--- src/hw/rtl/mpc_pkg.sv ---
// Shared constants, beat layouts and controller command type of the mapping page cache.
// No dependencies.
package mpc_pkg;

    // Bank, slot and entry counts are powers of two, so the page number splits by bit fields.
    localparam int BANKS                = 4;
    localparam int SLOTS_PER_BANK       = 4;
    localparam int ENTRIES_PER_MAP_PAGE = 8;
    localparam int PAGE_NUMBER_BITS     = 20;

    localparam int BANK_W   = $clog2(BANKS);
    localparam int SLOT_W   = $clog2(SLOTS_PER_BANK);
    localparam int OFFSET_W = $clog2(ENTRIES_PER_MAP_PAGE);
    localparam int TAG_W    = 15;
    localparam int AGE_W    = 16;
    localparam logic [AGE_W-1:0] AGE_MAX = {AGE_W{1'b1}};

    localparam int S_TDATA_W = 24;
    localparam int M_TDATA_W = 40;

    // Result beat layout.
    localparam int OUT_BANK_LSB   = 0;
    localparam int OUT_SLOT_LSB   = OUT_BANK_LSB + BANK_W;
    localparam int OUT_HIT_BIT    = OUT_SLOT_LSB + SLOT_W;
    localparam int OUT_OFFSET_LSB = OUT_HIT_BIT + 1;
    localparam int OUT_PAGE_LSB   = OUT_OFFSET_LSB + OFFSET_W;
    localparam int OUT_WB_BIT     = OUT_PAGE_LSB + TAG_W;
    localparam int OUT_EV_LSB     = OUT_WB_BIT + 1;

    typedef struct packed {
        logic load;
        logic lookup;
        logic update;
    } mpc_cmd_t;

endpackage

--- src/hw/rtl/mpc_ctrl.sv ---
// Sequencer of the mapping page cache: accept, lookup, update and result handshake.
// Depends on mpc_pkg.
module mpc_ctrl (
    input  logic             aclk,
    input  logic             aresetn,
    input  logic             s_tvalid,
    output logic             s_tready,
    output logic             m_tvalid,
    input  logic             m_tready,
    output mpc_pkg::mpc_cmd_t cmd
);
    import mpc_pkg::*;

    typedef enum logic [1:0] {
        ST_IDLE,
        ST_LOOKUP,
        ST_UPDATE
    } state_t;

    state_t state_reg;
    logic   s_tready_reg;
    logic   m_tvalid_reg;
    logic   out_free;

    // The result register can take a new beat when empty or emptying this cycle.
    assign out_free   = !m_tvalid_reg || m_tready;
    assign cmd.load   = s_tvalid && s_tready_reg;
    assign cmd.lookup = (state_reg == ST_LOOKUP);
    assign cmd.update = (state_reg == ST_UPDATE) && out_free;

    assign s_tready = s_tready_reg;
    assign m_tvalid = m_tvalid_reg;

    always_ff @(posedge aclk) begin
        if (!aresetn) begin
            state_reg    <= ST_IDLE;
            s_tready_reg <= 1'b0;
            m_tvalid_reg <= 1'b0;
        end else begin
            if ((state_reg == ST_UPDATE) && out_free) begin
                m_tvalid_reg <= 1'b1;
            end else if (m_tready) begin
                m_tvalid_reg <= 1'b0;
            end
            case (state_reg)
                ST_IDLE: begin
                    if (s_tvalid && s_tready_reg) begin
                        state_reg    <= ST_LOOKUP;
                        s_tready_reg <= 1'b0;
                    end else begin
                        s_tready_reg <= 1'b1;
                    end
                end
                ST_LOOKUP: begin
                    state_reg <= ST_UPDATE;
                end
                ST_UPDATE: begin
                    if (out_free) begin
                        state_reg    <= ST_IDLE;
                        s_tready_reg <= 1'b1;
                    end
                end
                default: begin
                    state_reg    <= ST_IDLE;
                    s_tready_reg <= 1'b1;
                end
            endcase
        end
    end

endmodule

--- src/hw/rtl/mpc_datapath.sv ---
// Slot state, tag lookup, victim choice, aging and result register of the mapping page cache.
// Depends on mpc_pkg.
module mpc_datapath (
    input  logic                            aclk,
    input  logic                            aresetn,
    input  mpc_pkg::mpc_cmd_t               cmd,
    input  logic [mpc_pkg::S_TDATA_W-1:0]   s_tdata,
    output logic [mpc_pkg::M_TDATA_W-1:0]   m_tdata
);
    import mpc_pkg::*;

    logic [PAGE_NUMBER_BITS-1:0] lp_reg;
    logic                        dirty_req_reg;
    logic                        hit_reg;
    logic [SLOT_W-1:0]           slot_reg;
    logic [M_TDATA_W-1:0]        m_tdata_reg;

    logic [TAG_W-1:0] slot_tag_reg   [BANKS][SLOTS_PER_BANK];
    logic             slot_valid_reg [BANKS][SLOTS_PER_BANK];
    logic             slot_dirty_reg [BANKS][SLOTS_PER_BANK];
    logic [AGE_W-1:0] slot_age_reg   [BANKS][SLOTS_PER_BANK];

    logic [BANK_W-1:0]   bank;
    logic [OFFSET_W-1:0] offset;
    logic [TAG_W-1:0]    req_page;

    logic [SLOT_W-1:0] hit_slot;
    logic [SLOT_W-1:0] empty_slot;
    logic [SLOT_W-1:0] victim_slot;
    logic [SLOT_W-1:0] slot_next;
    logic              any_hit;
    logic              any_empty;
    logic [AGE_W-1:0]  best_age;

    logic             writeback;
    logic [TAG_W-1:0] evicted_page;

    assign bank     = lp_reg[BANK_W-1:0];
    assign offset   = lp_reg[BANK_W+OFFSET_W-1:BANK_W];
    assign req_page = TAG_W'(lp_reg >> (BANK_W + OFFSET_W));

    // Lowest matching slot, highest empty slot, and the oldest slot with ties to the lowest.
    always_comb begin
        hit_slot    = '0;
        empty_slot  = '0;
        any_hit     = 1'b0;
        any_empty   = 1'b0;
        for (int i = SLOTS_PER_BANK - 1; i >= 0; i--) begin
            if (slot_valid_reg[bank][i] && (slot_tag_reg[bank][i] == req_page)) begin
                hit_slot = SLOT_W'(i);
                any_hit  = 1'b1;
            end
        end
        for (int i = 0; i < SLOTS_PER_BANK; i++) begin
            if (!slot_valid_reg[bank][i]) begin
                empty_slot = SLOT_W'(i);
                any_empty  = 1'b1;
            end
        end
        best_age    = slot_age_reg[bank][0];
        victim_slot = '0;
        for (int i = 1; i < SLOTS_PER_BANK; i++) begin
            if (slot_age_reg[bank][i] > best_age) begin
                best_age    = slot_age_reg[bank][i];
                victim_slot = SLOT_W'(i);
            end
        end
        if (any_hit) begin
            slot_next = hit_slot;
        end else if (any_empty) begin
            slot_next = empty_slot;
        end else begin
            slot_next = victim_slot;
        end
    end

    assign writeback    = !hit_reg && slot_valid_reg[bank][slot_reg]
                          && slot_dirty_reg[bank][slot_reg];
    assign evicted_page = writeback ? slot_tag_reg[bank][slot_reg] : '0;

    always_ff @(posedge aclk) begin
        if (cmd.load) begin
            lp_reg        <= s_tdata[PAGE_NUMBER_BITS-1:0];
            dirty_req_reg <= s_tdata[PAGE_NUMBER_BITS];
        end
        if (cmd.lookup) begin
            hit_reg  <= any_hit;
            slot_reg <= slot_next;
        end
        if (cmd.update) begin
            m_tdata_reg <= {1'b0, evicted_page, writeback, req_page, offset,
                            hit_reg, slot_reg, bank};
            if (!hit_reg) begin
                slot_tag_reg[bank][slot_reg] <= req_page;
            end
        end
    end

    always_ff @(posedge aclk) begin
        if (!aresetn) begin
            for (int b = 0; b < BANKS; b++) begin
                for (int i = 0; i < SLOTS_PER_BANK; i++) begin
                    slot_valid_reg[b][i] <= 1'b0;
                    slot_dirty_reg[b][i] <= 1'b0;
                    slot_age_reg[b][i]   <= '0;
                end
            end
        end else if (cmd.update) begin
            if (hit_reg) begin
                if (dirty_req_reg) begin
                    slot_dirty_reg[bank][slot_reg] <= 1'b1;
                end
            end else begin
                slot_valid_reg[bank][slot_reg] <= 1'b1;
                slot_dirty_reg[bank][slot_reg] <= dirty_req_reg;
            end
            for (int i = 0; i < SLOTS_PER_BANK; i++) begin
                if (SLOT_W'(i) == slot_reg) begin
                    slot_age_reg[bank][i] <= '0;
                end else if (slot_age_reg[bank][i] != AGE_MAX) begin
                    slot_age_reg[bank][i] <= slot_age_reg[bank][i] + 1'b1;
                end
            end
        end
    end

    assign m_tdata = m_tdata_reg;

endmodule

--- src/hw/rtl/mapping_page_cache_lru_top.sv ---
// Channel    | Direction | Beat contents (lowest bit first)
// s_axis     | in        | logical_page[19:0], make_dirty[20], zero pad to 24 bits
// m_axis     | out       | bank_index, slot_index, hit, entry_offset, mapping_page,
//            |           | writeback, evicted_page, zero pad to 40 bits
//
// Each request passes through accept, tag compare and victim choice over the bank's slots,
// and an update step that updates the slot state and loads the result.
// The next request is accepted while that result waits in the output register.
// A stalled output holds the update step until the output register frees.
// aresetn is synchronous and active low; it empties every slot and clears all ages.
// Depends on mpc_pkg, mpc_ctrl and mpc_datapath.
module mapping_page_cache_lru_top (
    input  logic                          aclk,
    input  logic                          aresetn,
    input  logic                          s_tvalid,
    output logic                          s_tready,
    // logical_page[19:0], make_dirty[20], pad[23:21]
    input  logic [mpc_pkg::S_TDATA_W-1:0] s_tdata,
    output logic                          m_tvalid,
    input  logic                          m_tready,
    // bank_index[1:0], slot_index[3:2], hit[4], entry_offset[7:5], mapping_page[22:8],
    // writeback[23], evicted_page[38:24], pad[39]
    output logic [mpc_pkg::M_TDATA_W-1:0] m_tdata
);
    import mpc_pkg::*;

    mpc_cmd_t cmd;

    mpc_ctrl u_ctrl (
        .aclk     (aclk),
        .aresetn  (aresetn),
        .s_tvalid (s_tvalid),
        .s_tready (s_tready),
        .m_tvalid (m_tvalid),
        .m_tready (m_tready),
        .cmd      (cmd)
    );

    mpc_datapath u_datapath (
        .aclk    (aclk),
        .aresetn (aresetn),
        .cmd     (cmd),
        .s_tdata (s_tdata),
        .m_tdata (m_tdata)
    );

endmodule

--- config.mk ---
export PLATFORM = sky130hd
export DESIGN_NAME = mapping_page_cache_lru_top
export DESIGN_NICKNAME = d
export VERILOG_FILES = /design/src/hw/rtl/mpc_pkg.sv /design/src/hw/rtl/mpc_ctrl.sv /design/src/hw/rtl/mpc_datapath.sv /design/src/hw/rtl/mapping_page_cache_lru_top.sv
export SDC_FILE = /design/constraint.sdc
export NUM_CORES = 1
export LEC_CHECK = 0
export BUFFER_PORTS_ARGS = -buffer_cell sky130_fd_sc_hd__clkbuf_2
export CORE_AREA = 2 2 305 307
export CTS_CLUSTER_SIZE = 12
export DETAILED_ROUTE_END_ITERATION = 10
export DIE_AREA = 0 0 307 309
export SLEW_MARGIN = 20
export SYNTH_ARGS = -nofsm -noshare
export SYNTH_HDL_FRONTEND = slang
export SYNTH_SLANG_ARGS = --single-unit
export TNS_END_PERCENT = 50
--- constraint.sdc ---
create_clock -name aclk -period 15.8 [get_ports aclk]
set_input_delay 3.16 -clock aclk [delete_from_list [all_inputs] [get_ports aclk]]
set_output_delay 3.16 -clock aclk [all_outputs]
set_load 0.03 [all_outputs]
==> metrics.yaml <==
status: "complete, no violations"
drc_errors: 0
cpPeakStageDelay_ns: 0.81
hold_buffers: 0
drv_cap: 0
crit_family: "compound AO/OA/AOI/OAI gates"
cts_root_buffer: "clkbuf_16"
port_buffers: 65
synth.avg_cell_area_um2: 15.4
rsz0062_at_grt: "false"
synth_ff_type: "edfxtp_1"
hold_class: "reg -> reg"
synth_area_leaders: "edfxtp_1 (63%), mux4_2 (9.5%), nor2_1 (4.2%), xnor2_1 (3.3%), mux4_1 (3.1%)"
hold_end: "u_datapath.m_tdata[6]"
fin_setup_tns_ns: 0
synth.most_common_cell: "edfxtp_1"
p_int_mw: 2.82
cts_tree: "yes"
path_clk_slew_ns: 0.06
hold_depth: 0
yosys.area.top_type: "edfxtp_1"
ioPinCount: 70
fin_crit_ns: 8.09
slew_viol_final: 0
tightest_slew_ns: 1.10
r2r_end: "u_datapath.slot_reg[0]"
syn_area_um2: 27200
worst_r2r_path_depth: 21
cts_resized: 0
gp_congestion: 0.858
max_freq_mhz: 124
final_core_util_pct: 33.9
clkLatencyLatePin_ns: 0.61
num_rows: 111
final_nets: 1929
core_um2: 91400
required_ns: 16.13
die-area_um2: 94900
worstSetupStartpointType: "flip-flop"
crit_cells: 21
synth_edf_count: 574
p_per_area_nw_per_um2: 120
routedWlPerCell_um: 21.3
cpMaxStageDelayCell: "mux4_1"
cts.sinks: 597
grt_max_degree: 59
via_per_inst: 5.06
whs_ns: 0.421
finalCritPeriodShare_pct: 51.2
syn-num-nets: 1848
ir_worst_vdd_uv: 83.1
p_sw_mw: 0.900
dieHeight_um: 309
path_max_fanout: 32
pwr-share-comb_pct: 10.2
slew_headroom_pct: 26.4
dr.pass1.iters: 7
ys_ff_latch: 597
dr_total_vias: 15600
seq_power_share_pct: 47.9
antenna_left: 0
die_w_um: 307
fin_worst_skew_ns: 0.0282
path_common_cell: "ha_1"
fill_cells: 8742
wl_um: 65800
hold_viol: 0
synth_top_area_share_pct: 63.4
cts_buffers: 69
grt_pass1_wl_um: 99100
path_class: "reg -> reg"
swShare_pct: 24.2
antenna_found_initial: 0
postCtsSetupBuffers: 0
synth_seq_area_share_pct: 65.0
start_util_pct: 29.8
largest_reg_flops: 256
syn_to_final_growth_pct: 13.7
num_antenna_cells: 0
synth_cells: 1768
dp_hpwl_um: 41900
worst-path-buf-inv: 2
grt_usage_pct: 13.8
ys_warn_count: 0
grt_pass1_vias: 16100
first_iter_violations: 1556
reg2reg_slack_ns: 7.71
clock_power_share_pct: 41.9
worstPathArrival_ns: 8.42
yosys.cell_types.count: 64
leakagePower_nw: 10.1
async_flop_share_pct: 0
clk_path_buf_depth: 3
endpoint_kind: "flip-flop"
overflow: 0
path_cells: "buf_4 -> mux4_1 -> ha_1 -> nand4_1 -> a2111oi_0 -> nor3_1 -> a21oi_2 -> buf_4 -> mux2i_1 -> ha_1 -> a21o_1 -> nand3_1 -> a21oi_1 -> a211oi_1 -> a22o_2 -> mux2_2 -> ha_1 -> nand4_1 -> or4_2 -> a311oi_1 -> a211oi_2"
setup_viol: 0
ctsHtreeMaxLevel: 3
drive_gt1_share_pct: 18.4
hold_start: "u_datapath.lp_reg[3]"
yosys-top-cells-count: "edfxtp_1 (574), nor2_1 (308), mux4_2 (115)"
-- routing by layer --
layer / part of all wire, % / vias to the layer above / routed length [µm] / track usage [%]
met1: 43 / 7989 / 28300 / 18.6
met2: 48 / 570 / 31500 / 22.6
met5: 0 / - / 0 / 0
li1: - / 6959 / - / -
met4: 2.7 / 0 / 1750 / 4.76
met3: 6.5 / 117 / 4250 / 2.48
-- cell usage in the layout, fill, tap and decap left out, types with 5 or more instances in the layout --
| master | Yosys | routed |
|---|---|---|
| nor3_1 | 29 | 29 |
| o211ai_1 | 5 | 5 |
| xor2_1 | 9 | 9 |
| and2_1 | 5 | 5 |
| nand2_1 | 113 | 113 |
| clkinv_2 | 0 | 5 |
| and3_1 | 7 | 7 |
| nor2_4 | 0 | 7 |
| nand4_1 | 63 | 63 |
| mux4_1 | 32 | 32 |
| ha_1 | 52 | 52 |
| buf_4 | 8 | 31 |
| mux2i_1 | 15 | 15 |
| nor2b_1 | 24 | 24 |
| bufinv_16 | 0 | 5 |
| o21a_1 | 18 | 18 |
| nor4_1 | 8 | 8 |
| clkinv_1 | 0 | 17 |
| dfxtp_1 | 23 | 21 |
| a21o_1 | 16 | 16 |
| nand3_1 | 32 | 32 |
| a21oi_1 | 23 | 22 |
| xnor2_1 | 103 | 103 |
| clkbuf_1 | 32 | 15 |
| clkbuf_2 | 0 | 65 |
| nor2_1 | 308 | 292 |
| mux2_2 | 6 | 6 |
| o21ai_0 | 19 | 19 |
| clkbuf_16 | 0 | 70 |
| inv_1 | 29 | 29 |
| mux4_2 | 115 | 115 |
| nor2_2 | 0 | 9 |
| edfxtp_1 | 574 | 574 |
-- worst register-to-register path: stages, from the launching register on --
cell       delay, ns
dfxtp_4         0.60
buf_4           0.61
mux4_1          0.85
ha_1            0.37
nand4_1         0.14
a2111oi_0       0.40
nor3_1          0.11
a21oi_2         0.47
buf_4           0.35
mux2i_1         0.32
ha_1            0.30
a21o_1          0.16
nand3_1         0.08
a21oi_1         0.08
a211oi_1        0.27
a22o_2          0.60
mux2_2          0.44
ha_1            0.30
nand4_1         0.13
or4_2           0.77
a311oi_1        0.37
a211oi_2        0.11
-- power groups by stage --
stage / clock network (mW) / registers, mW / logic, mW
after floorplan: 0 / 1.81 / 0.287
after global routing: 1.65 / 1.79 / 0.416
after CTS: 1.59 / 1.78 / 0.382
final: 1.56 / 1.78 / 0.381
after global placement: 0 / 1.81 / 0.374
after detailed placement: 0 / 1.82 / 0.380
-- through the flow --
stage | setup WS (ns) | instance area [µm²] | total power, mW | std cells
CTS | 7.36 | 30900 | 3.76 | 3088
global route | 7.24 | 30900 | 3.85 | 3088
floorplan | 8.59 | 27200 | 2.09 | 1768
finish | 7.71 | 30900 | 3.72 | 3088
detailed placement | 7.38 | 28700 | 2.20 | 2964
global placement | 7.35 | 28700 | 2.19 | 2964
-- cell families after synthesis --
group                      synth area share (%)
other                                    0.0138
DFF                                        65.0
muxes                                      13.4
adders and majority gates                  2.39
xor gates and xnor gates                   3.73
buffers and inverters                      2.59
and+or+nand+nor                            10.3
AOI/OAI and AO/OA                          2.57
-- final cells by class --
type	instances	area (µm²)	share of cell area, %
inverter	30	113	0.364
tap	1186	1480	4.80
sequential	597	17700	57.2
clock buffer	86	1820	5.89
timing repair buffer	96	558	1.80
multi-input combinational	1055	8890	28.7
clock inverter	38	378	1.22
-- worst max-delay path by stage --
| stage | start | endpoint | slack (ns) |
|---|---|---|---|
| after floorplan | m_tready | u_datapath.slot_age_reg[1][0] | 8.59 |
| after global placement | flip-flop | u_datapath.slot_reg[0] | 7.35 |
| after detailed placement | flip-flop | u_datapath.slot_reg[0] | 7.38 |
| after CTS | flip-flop | u_datapath.slot_reg[0] | 7.36 |
| after global routing | flip-flop | u_datapath.slot_reg[0] | 7.24 |
| final | flip-flop | u_datapath.slot_reg[0] | 7.71 |
Note: power is estimated with default switching activity, not from simulation.
